## src/deq_pkg.sv

```systemverilog
package deq_pkg;

	localparam int DEPTH      = 16;
	localparam int DATA_WIDTH = 32;

	localparam int IDX_W = (DEPTH > 1) ? $clog2(DEPTH) : 1;
	localparam int CNT_W = $clog2(DEPTH + 1);

	localparam int REQ_W       = 3;
	localparam int PUSH_W      = 32;
	localparam int POP_W       = 32;
	localparam int STATUS_W    = 2;
	localparam int COUNT_NOW_W = 5;

	typedef enum logic [REQ_W-1:0] {
		REQ_PUSH_FRONT = 3'd0,
		REQ_PUSH_BACK  = 3'd1,
		REQ_POP_FRONT  = 3'd2,
		REQ_POP_BACK   = 3'd3,
		REQ_CLEAR      = 3'd4
	} req_code_t;

	typedef enum logic [STATUS_W-1:0] {
		ST_OK    = 2'd0,
		ST_EMPTY = 2'd1,
		ST_FULL  = 2'd2
	} status_code_t;

	typedef enum logic [1:0] {
		S_IDLE,
		S_EXEC,
		S_READ,
		S_OUT
	} ctrl_state_t;

	typedef struct packed {
		logic load;
		logic exec;
		logic capture;
	} ctrl_cmd_t;

	typedef struct packed {
		logic pop_ok;
	} dp_status_t;

endpackage

```

## src/deq_if.sv

```systemverilog
interface deq_req_if import deq_pkg::*; ();
	logic              valid;
	logic              ready;
	logic [REQ_W-1:0]  req_type;
	logic [PUSH_W-1:0] push_value;

	modport source (output valid, output req_type, output push_value, input ready);
	modport sink (input valid, input req_type, input push_value, output ready);
endinterface

interface deq_rsp_if import deq_pkg::*; ();
	logic                   valid;
	logic                   ready;
	logic [POP_W-1:0]       pop_value;
	logic                   pop_valid;
	logic [STATUS_W-1:0]    status;
	logic [COUNT_NOW_W-1:0] count_now;

	modport source (output valid, output pop_value, output pop_valid, output status,
		output count_now, input ready);
	modport sink (input valid, input pop_value, input pop_valid, input status,
		input count_now, output ready);
endinterface

```

## src/double_ended_queue_top.sv

```systemverilog
// channel | dir | fields                                  | accepted when
// req     | in  | req_type[2:0], push_value[31:0]         | req.valid && req.ready
// rsp     | out | pop_value[31:0], pop_valid, status[1:0], | rsp.valid && rsp.ready
//         |     | count_now[4:0]                          |
// one request at a time: a push, clear or failed pop runs accept, execute, output;
// a successful pop adds a read step, which waits on the registered read of the entry store,
// and the result holds while rsp.ready stays low; req.ready is high only while no request
// is in flight and returns the cycle after the result leaves, so requests do not overlap
// arst_n clears the indices, the count, the response fields and the controller; store contents stay undefined
module double_ended_queue_top import deq_pkg::*; (
	input logic       clk,
	input logic       arst_n,
	deq_req_if.sink   req,
	deq_rsp_if.source rsp
);

	ctrl_cmd_t  cmd;
	dp_status_t st;

	deq_ctrl u_ctrl (
		.clk       (clk),
		.arst_n    (arst_n),
		.in_valid  (req.valid),
		.in_ready  (req.ready),
		.out_valid (rsp.valid),
		.out_ready (rsp.ready),
		.cmd       (cmd),
		.st        (st)
	);

	deq_dp u_dp (
		.clk        (clk),
		.arst_n     (arst_n),
		.cmd        (cmd),
		.st         (st),
		.req_type   (req.req_type),
		.push_value (req.push_value),
		.pop_value  (rsp.pop_value),
		.pop_valid  (rsp.pop_valid),
		.status     (rsp.status),
		.count_now  (rsp.count_now)
	);

endmodule

```

## src/deq_ctrl.sv

```systemverilog
module deq_ctrl import deq_pkg::*; (
	input  logic       clk,
	input  logic       arst_n,
	input  logic       in_valid,
	output logic       in_ready,
	output logic       out_valid,
	input  logic       out_ready,
	output ctrl_cmd_t  cmd,
	input  dp_status_t st
);

	ctrl_state_t state_q;
	ctrl_state_t state_d;

	always_ff @(posedge clk or negedge arst_n) begin
		if (!arst_n) begin
			state_q <= S_IDLE;
		end else begin
			state_q <= state_d;
		end
	end

	always_comb begin
		state_d   = state_q;
		in_ready  = 1'b0;
		out_valid = 1'b0;
		cmd       = '0;
		case (state_q)
			S_IDLE: begin
				in_ready = 1'b1;
				if (in_valid) begin
					cmd.load = 1'b1;
					state_d  = S_EXEC;
				end
			end
			S_EXEC: begin
				cmd.exec = 1'b1;
				state_d  = st.pop_ok ? S_READ : S_OUT;
			end
			S_READ: begin
				cmd.capture = 1'b1;
				state_d     = S_OUT;
			end
			S_OUT: begin
				out_valid = 1'b1;
				if (out_ready) begin
					state_d = S_IDLE;
				end
			end
			default: begin
				state_d = S_IDLE;
			end
		endcase
	end

	a_load_then_exec: assert property (@(posedge clk) disable iff (!arst_n)
		cmd.load |=> state_q == S_EXEC)
		else $error("accepted word not followed by execute");

	a_capture_after_pop: assert property (@(posedge clk) disable iff (!arst_n)
		cmd.capture |-> $past(cmd.exec && st.pop_ok))
		else $error("read capture without a successful pop");

	a_no_pop_to_out: assert property (@(posedge clk) disable iff (!arst_n)
		(cmd.exec && !st.pop_ok) |=> state_q == S_OUT)
		else $error("non-pop request did not go to output");

endmodule

```

## src/deq_dp.sv

```systemverilog
module deq_dp import deq_pkg::*; (
	input  logic                   clk,
	input  logic                   arst_n,
	input  ctrl_cmd_t              cmd,
	output dp_status_t             st,
	input  logic [REQ_W-1:0]       req_type,
	input  logic [PUSH_W-1:0]      push_value,
	output logic [POP_W-1:0]       pop_value,
	output logic                   pop_valid,
	output logic [STATUS_W-1:0]    status,
	output logic [COUNT_NOW_W-1:0] count_now
);

	function automatic logic [IDX_W-1:0] ring_next(input logic [IDX_W-1:0] i);
		return (i == IDX_W'(DEPTH - 1)) ? '0 : i + 1'b1;
	endfunction

	function automatic logic [IDX_W-1:0] ring_prev(input logic [IDX_W-1:0] i);
		return (i == '0) ? IDX_W'(DEPTH - 1) : i - 1'b1;
	endfunction

	logic [DATA_WIDTH-1:0] mem [DEPTH];

	logic [REQ_W-1:0]      req_q;
	logic [DATA_WIDTH-1:0] word_q;
	logic [IDX_W-1:0]      front_q, back_q;
	logic [CNT_W-1:0]      count_q;
	logic [DATA_WIDTH-1:0] rd_q;
	logic [POP_W-1:0]      pop_value_q;
	logic                  pop_valid_q;
	logic [STATUS_W-1:0]   status_q;
	logic [CNT_W-1:0]      count_now_q;

	logic [IDX_W-1:0]    front_d, back_d, wr_addr, rd_addr;
	logic [CNT_W-1:0]    count_d;
	logic                wr_en, pop_ok;
	logic [STATUS_W-1:0] status_d;
	logic                full, empty;
	logic [CNT_W:0]      ring_sum;
	logic [IDX_W-1:0]    ring_end;

	assign full  = (count_q == CNT_W'(DEPTH));
	assign empty = (count_q == '0);

	always_comb begin
		front_d  = front_q;
		back_d   = back_q;
		count_d  = count_q;
		wr_en    = 1'b0;
		wr_addr  = back_q;
		rd_addr  = front_q;
		pop_ok   = 1'b0;
		status_d = ST_OK;
		case (req_q)
			REQ_PUSH_FRONT: begin
				if (full) begin
					status_d = ST_FULL;
				end else begin
					front_d = ring_prev(front_q);
					wr_addr = ring_prev(front_q);
					wr_en   = 1'b1;
					count_d = count_q + 1'b1;
				end
			end
			REQ_PUSH_BACK: begin
				if (full) begin
					status_d = ST_FULL;
				end else begin
					wr_addr = back_q;
					wr_en   = 1'b1;
					back_d  = ring_next(back_q);
					count_d = count_q + 1'b1;
				end
			end
			REQ_POP_FRONT: begin
				if (empty) begin
					status_d = ST_EMPTY;
				end else begin
					rd_addr = front_q;
					front_d = ring_next(front_q);
					count_d = count_q - 1'b1;
					pop_ok  = 1'b1;
				end
			end
			REQ_POP_BACK: begin
				if (empty) begin
					status_d = ST_EMPTY;
				end else begin
					back_d  = ring_prev(back_q);
					rd_addr = ring_prev(back_q);
					count_d = count_q - 1'b1;
					pop_ok  = 1'b1;
				end
			end
			REQ_CLEAR: begin
				front_d = '0;
				back_d  = '0;
				count_d = '0;
			end
			default: begin
			end
		endcase
	end

	assign st.pop_ok = pop_ok;

	always_ff @(posedge clk) begin
		if (cmd.load) begin
			req_q  <= req_type;
			word_q <= DATA_WIDTH'(push_value);
		end
		if (cmd.exec && wr_en) begin
			mem[wr_addr] <= word_q;
		end
		if (cmd.exec) begin
			rd_q <= mem[rd_addr];
		end
	end

	always_ff @(posedge clk or negedge arst_n) begin
		if (!arst_n) begin
			front_q     <= '0;
			back_q      <= '0;
			count_q     <= '0;
			pop_value_q <= '0;
			pop_valid_q <= 1'b0;
			status_q    <= ST_OK;
			count_now_q <= '0;
		end else if (cmd.exec) begin
			front_q     <= front_d;
			back_q      <= back_d;
			count_q     <= count_d;
			pop_value_q <= '0;
			pop_valid_q <= 1'b0;
			status_q    <= status_d;
			count_now_q <= count_d;
		end else if (cmd.capture) begin
			pop_value_q <= POP_W'(rd_q);
			pop_valid_q <= 1'b1;
		end
	end

	assign pop_value = pop_value_q;
	assign pop_valid = pop_valid_q;
	assign status    = status_q;
	assign count_now = COUNT_NOW_W'(count_now_q);

	// front plus count wraps onto back
	assign ring_sum = (CNT_W + 1)'(front_q) + (CNT_W + 1)'(count_q);
	assign ring_end = (ring_sum >= (CNT_W + 1)'(DEPTH)) ?
		IDX_W'(ring_sum - (CNT_W + 1)'(DEPTH)) : IDX_W'(ring_sum);

	a_count_bound: assert property (@(posedge clk) disable iff (!arst_n)
		count_q <= CNT_W'(DEPTH))
		else $error("entry count above depth");

	a_ring_consistent: assert property (@(posedge clk) disable iff (!arst_n)
		ring_end == back_q)
		else $error("front, back and count disagree");

	a_valid_means_ok: assert property (@(posedge clk) disable iff (!arst_n)
		pop_valid_q |-> (status_q == ST_OK && count_now_q == count_q))
		else $error("popped word with bad status or stale count");

endmodule
```

## src/flat_wrapper.sv

```systemverilog
// flat-port wrapper written by rule: the top's interface ports become plain ports
module double_ended_queue_top_flat import deq_pkg::*;
  (clk, arst_n, req_valid, req_req_type, req_push_value, req_ready, rsp_valid, rsp_pop_value, rsp_pop_valid, rsp_status, rsp_count_now, rsp_ready);
  deq_req_if req_i ();
  deq_rsp_if rsp_i ();
  input logic clk;
  input logic arst_n;
  input wire logic [$bits(req_i.valid)-1:0] req_valid;
  input wire logic [$bits(req_i.req_type)-1:0] req_req_type;
  input wire logic [$bits(req_i.push_value)-1:0] req_push_value;
  output wire logic [$bits(req_i.ready)-1:0] req_ready;
  output wire logic [$bits(rsp_i.valid)-1:0] rsp_valid;
  output wire logic [$bits(rsp_i.pop_value)-1:0] rsp_pop_value;
  output wire logic [$bits(rsp_i.pop_valid)-1:0] rsp_pop_valid;
  output wire logic [$bits(rsp_i.status)-1:0] rsp_status;
  output wire logic [$bits(rsp_i.count_now)-1:0] rsp_count_now;
  input wire logic [$bits(rsp_i.ready)-1:0] rsp_ready;
  assign req_i.valid = req_valid;
  assign req_i.req_type = req_req_type;
  assign req_i.push_value = req_push_value;
  assign req_ready = req_i.ready;
  assign rsp_valid = rsp_i.valid;
  assign rsp_pop_value = rsp_i.pop_value;
  assign rsp_pop_valid = rsp_i.pop_valid;
  assign rsp_status = rsp_i.status;
  assign rsp_count_now = rsp_i.count_now;
  assign rsp_i.ready = rsp_ready;
  double_ended_queue_top u_core (.clk(clk), .arst_n(arst_n), .req(req_i), .rsp(rsp_i));
endmodule
```

## config.mk

```make
export PLATFORM = sky130hd
export DESIGN_NAME = double_ended_queue_top_flat
export DESIGN_NICKNAME = d
export VERILOG_FILES = /design/src/deq_pkg.sv /design/src/deq_if.sv /design/src/double_ended_queue_top.sv /design/src/deq_ctrl.sv /design/src/deq_dp.sv /design/src/flat_wrapper.sv
export SDC_FILE = /design/constraint.sdc
export NUM_CORES = 1
export LEC_CHECK = 0
export BUFFER_PORTS_ARGS = -buffer_cell sky130_fd_sc_hd__buf_2
export CAP_MARGIN = 10
export CORE_AREA = 2 2 226 228
export DETAILED_ROUTE_END_ITERATION = 10
export DIE_AREA = 0 0 228 230
export REMOVE_ABC_BUFFERS = 1
export SLEW_MARGIN = 20
export SYNTH_ARGS = -nofsm -noshare
export SYNTH_HDL_FRONTEND = slang
export SYNTH_SLANG_ARGS = --single-unit
```

## constraint.sdc

```tcl
create_clock -name clk -period 10.1 [get_ports clk]
set_input_delay 0.505 -clock clk [delete_from_list [all_inputs] [get_ports clk]]
set_output_delay 0.505 -clock clk [all_outputs]
set_load 0.02 [all_outputs]
```

==> metrics.md <==
| Metric | Value |
|---|---|
| Pins over their slew limit | 0 |
| Finish-stage setup viols | 0 |
| EDFF count, synth | 579 |
| Final hold violations | 0 |
| Final instance area | around 28000 um^2 |
| PD cells | around 290 nW/um^2 |
| Hold WS | roughly 88 ps |
| Hold_buf cts | 0 |
| Core Util, Final | 0.5579 |
| I/O pins | 81 |
| Post-CTS setup buffer count | 0 |
| Clock slew at reported path FFs | 60 ps |
| Cell Area, Placed | ~26000 um^2 |
| Post-place setup slack | 5329 ps |
| Pleak | roughly 0.01 uW |
| Vias in the first global route | ~13000 |
| Final net count | about 1600 |
| Routed wire per std cell | roughly 25 um |
| Area grow syn2layout | 14.45% |
| Synth Instances | 1413 |
| Post-synthesis async set-or-reset flop share | 0.07949 |
| Yosys top cell by area | edfxtp_1 |
| Layout cell share with drive strength beyond 1 | 0.1548 |
| Crit-path max FO | roughly 140 |
| Clk sinks | 629 |
| Top cell by count, worst path | or4_1 |
| Worst setup margin | about 5300 ps |
| Post-synth cell types | 50 |
| Worst Setup End Kind | flop |
| Hold Crit Class | input pin to flop |
| Port bufs | 80 |
| Post-route minimum period | ~4800 ps |
| Largest net degree at the start of global routing | 140 |
| Top cells by count, synth | edfxtp_1, mux2i_1, o22ai_1 |
| Net Sw Frac | 0.3145 |
| Post-cts sizing count | 0 |
| Remaining antenna violation count | 0 |
| Seq cells post-synth | 629 |
| Num CTS Buffers | 66 |
| Yosys warns | 0 |
| Worst path required time | 10420 ps |
| Slowest cell on crit path | buf_4 |
| Sequential area share after synthesis | 0.7668 |
| Vias | approximately 13000 |
| FMAX | about 210 MHz |
| Synth area leaders | edfxtp_1, mux2i_1, dfrtp_1, o22ai_1, nand3b_1 |
| Syn avg cell area | 17.20 um^2 |
| Proportion of power drawn by combinational gates | 0.279 |
| Initial Util | 0.4875 |
| Actual slew at the worst max-slew pin | between 1000 and 1500 ps |
| Status | completed |
| Vias per cell | around 5.7 |
| Peak per-stage delay on the critical path | 870 ps |
| RSZ-0062 raised after global routing | false |
| Worst Skew | ~18 ps |
| Maximum VDD drop | around 0.00024 V |
| CP top delay family | buffers and inverters |
| DR pass1 iterations | 5 |
| Final worst path period share | 0.4713 |
| Initial antenna violation count | 0 |
| H-tree Lvls | 3 |
| Global route total overflow | 0 |
| CP cell instances | or4_1 -> o21ai_4 -> mux2i_4 -> buf_12 -> buf_4 -> mux2i_1 -> o22ai_1 -> or4_1 |
| Syn Std Cell Area | around 24000 um^2 |
| Post-DP HPWL | ~29000 um |
| Most common cell in the netlist | edfxtp_1 |
| Antenna Cells | 0 |
| Slew headroom | 0.2791 |
| Synth top area share | 0.7153 |
| CTS Buffer Depth | 3 |
| Arr. time, crit path | 5080 ps |
| First-pass GRT wire length | between 80000 and 90000 um |
| Core ar. | 49860 um^2 |
| Total GRT Usage | 0.2138 |
| Placer Congestion | slightly above 0.8 |
| Int Pwr | 5527 uW |
| Clk_lat worst skew | slightly below 600 ps |
| Critical path buffers and inverters | 2 |
| Die area | around 52000 um^2 |
| Max-cap violations | 0 |
| Element type at the critical path start | flop |
| Post-route DRC | 0 |
| Post-Route WL | around 55000 um |
| NetSw | 2535 uW |
| DIE HEIGHT | roughly 230 um |
| Final setup TNS | 0 ps |
| Root Buffer | clkbuf_16 |
| Sequential share of power | 0.423 |
| Die Width | roughly 230 um |
| Row count | 82 |
| Ys flop type | edfxtp_1 |
| Clock network fraction of design power | 0.297 |
| Initial DRC Count | ~1300 |
| WS Path Type | flop to flop |
| CTS tree | yes |
==> layout make-up <==
type / count / area (um^2)
Clock buffer: 101 / 1896
Clock inverter: 20 / 259.0
Fill cell: 3892 / 22040
Inverter: 46 / 172.7
Multi-Input combinational cell: 661 / 5308
Sequential cell: 629 / 18640
Tap cell: 672 / 840.8
Timing Repair Buffer: 119 / 705.7
==> worst reg2reg max path, delay by kind of cell, from the launching register on <==
kind	cells	cell delay, ps
AND/OR/NAND/NOR	2	1260
buffers and inverters	2	1710
flip-flops	1	450
multiplexers	2	640
AO/OA/AOI/OAI	2	430
==> power groups by stage <==
stage	logic, uW	registers (uW)	clock network (uW)
floorplan	1750	3480	0
global placement	2240	3460	0
detailed placement	2270	3470	0
CTS	2280	3410	2440
global route	2460	3450	2550
finish	2250	3410	2400
==> final timing paths <==
| check | from | end | slack [ps] | cells past startpoint |
|---|---|---|---|---|
| setup / recovery | u_core.u_dp.count_now[1] | u_core.u_dp.rd_q[22] | 5340 | 8 |
| hold / removal | req_push_value[19] | u_core.u_dp.word_q[19] | 90 | 1 |
| setup reg to reg | u_core.u_dp.count_now[1] | u_core.u_dp.rd_q[22] | 5340 | 8 |
| hold reg to reg | u_core.u_dp.rd_q[13] | u_core.u_dp.pop_value[13] | 480 | 2 |
| max in group asynchronous | arst_n | u_core.u_dp.pop_value[18] | 9460 | 2 |
| min in group asynchronous | arst_n | u_core.u_dp.count_now[3] | 100 | 2 |
==> flip-flops by register name, summed over array words and instances, names as in the netlist <==
name and cells:
u_core.u_ctrl.state_q 2, u_core.u_dp.back_q 4, u_core.u_dp.count_now 5, u_core.u_dp.front_q 4, u_core.u_dp.mem 512, u_core.u_dp.pop_valid 1, u_core.u_dp.pop_value 32, u_core.u_dp.rd_q 32
u_core.u_dp.req_q 3, u_core.u_dp.status 2, u_core.u_dp.word_q 32
==> metrics by stage <==
step / cells / power, uW
6_report: 2248 / 8062
5_1_grt: 2248 / 8469
4_1_cts: 2248 / 8135
3_5_place_dp: 2127 / 5739
3_3_place_gp: 2127 / 5696
2_1_floorplan: 1336 / 5234
==> cell families after synthesis <==
| logic type | synth area share |
|---|---|
| xor+xnor | 0.002162 |
| fa+ha+maj | 0.005662 |
| compound gates | 0.05760 |
| flops | 0.7668 |
| simple gates | 0.03763 |
| mux | 0.1097 |
| buf+inv | 0.02039 |
==> cell usage in the layout, fill, tap and decap left out, types with 4 or more instances in the layout <==
master,synthesis,layout
xor2_1,4,4
nor3_1,8,4
a21oi_1,16,16
buf_4,0,38
clkinv_2,0,7
nand3b_1,33,33
bufinv_16,0,5
clkbuf_16,0,68
buf_2,27,80
mux2_2,4,4
dfrtp_1,50,50
nor2_1,21,17
nand2_1,28,26
edfxtp_1,579,579
clkbuf_1,48,26
nand3_1,4,4
nor3_2,0,4
or4_1,33,33
a211oi_1,5,5
o21ai_0,46,46
nor3b_2,0,7
ha_1,11,9
o22ai_1,130,130
clkbuf_8,0,7
nor2_4,0,4
mux2i_1,262,261
inv_1,46,46
==> routing by layer <==
metal | global-route usage | routed length [um] | vias to the layer above
li1 | - | - | 5793
met4 | 0.05188 | 695 | 0
met2 | 0.3530 | 26830 | 436
met5 | 0 | 0 | -
met3 | 0.03534 | 3562 | 51
met1 | 0.2991 | 24090 | 6517
No activity file was read; power rests on OpenSTA's default activity.
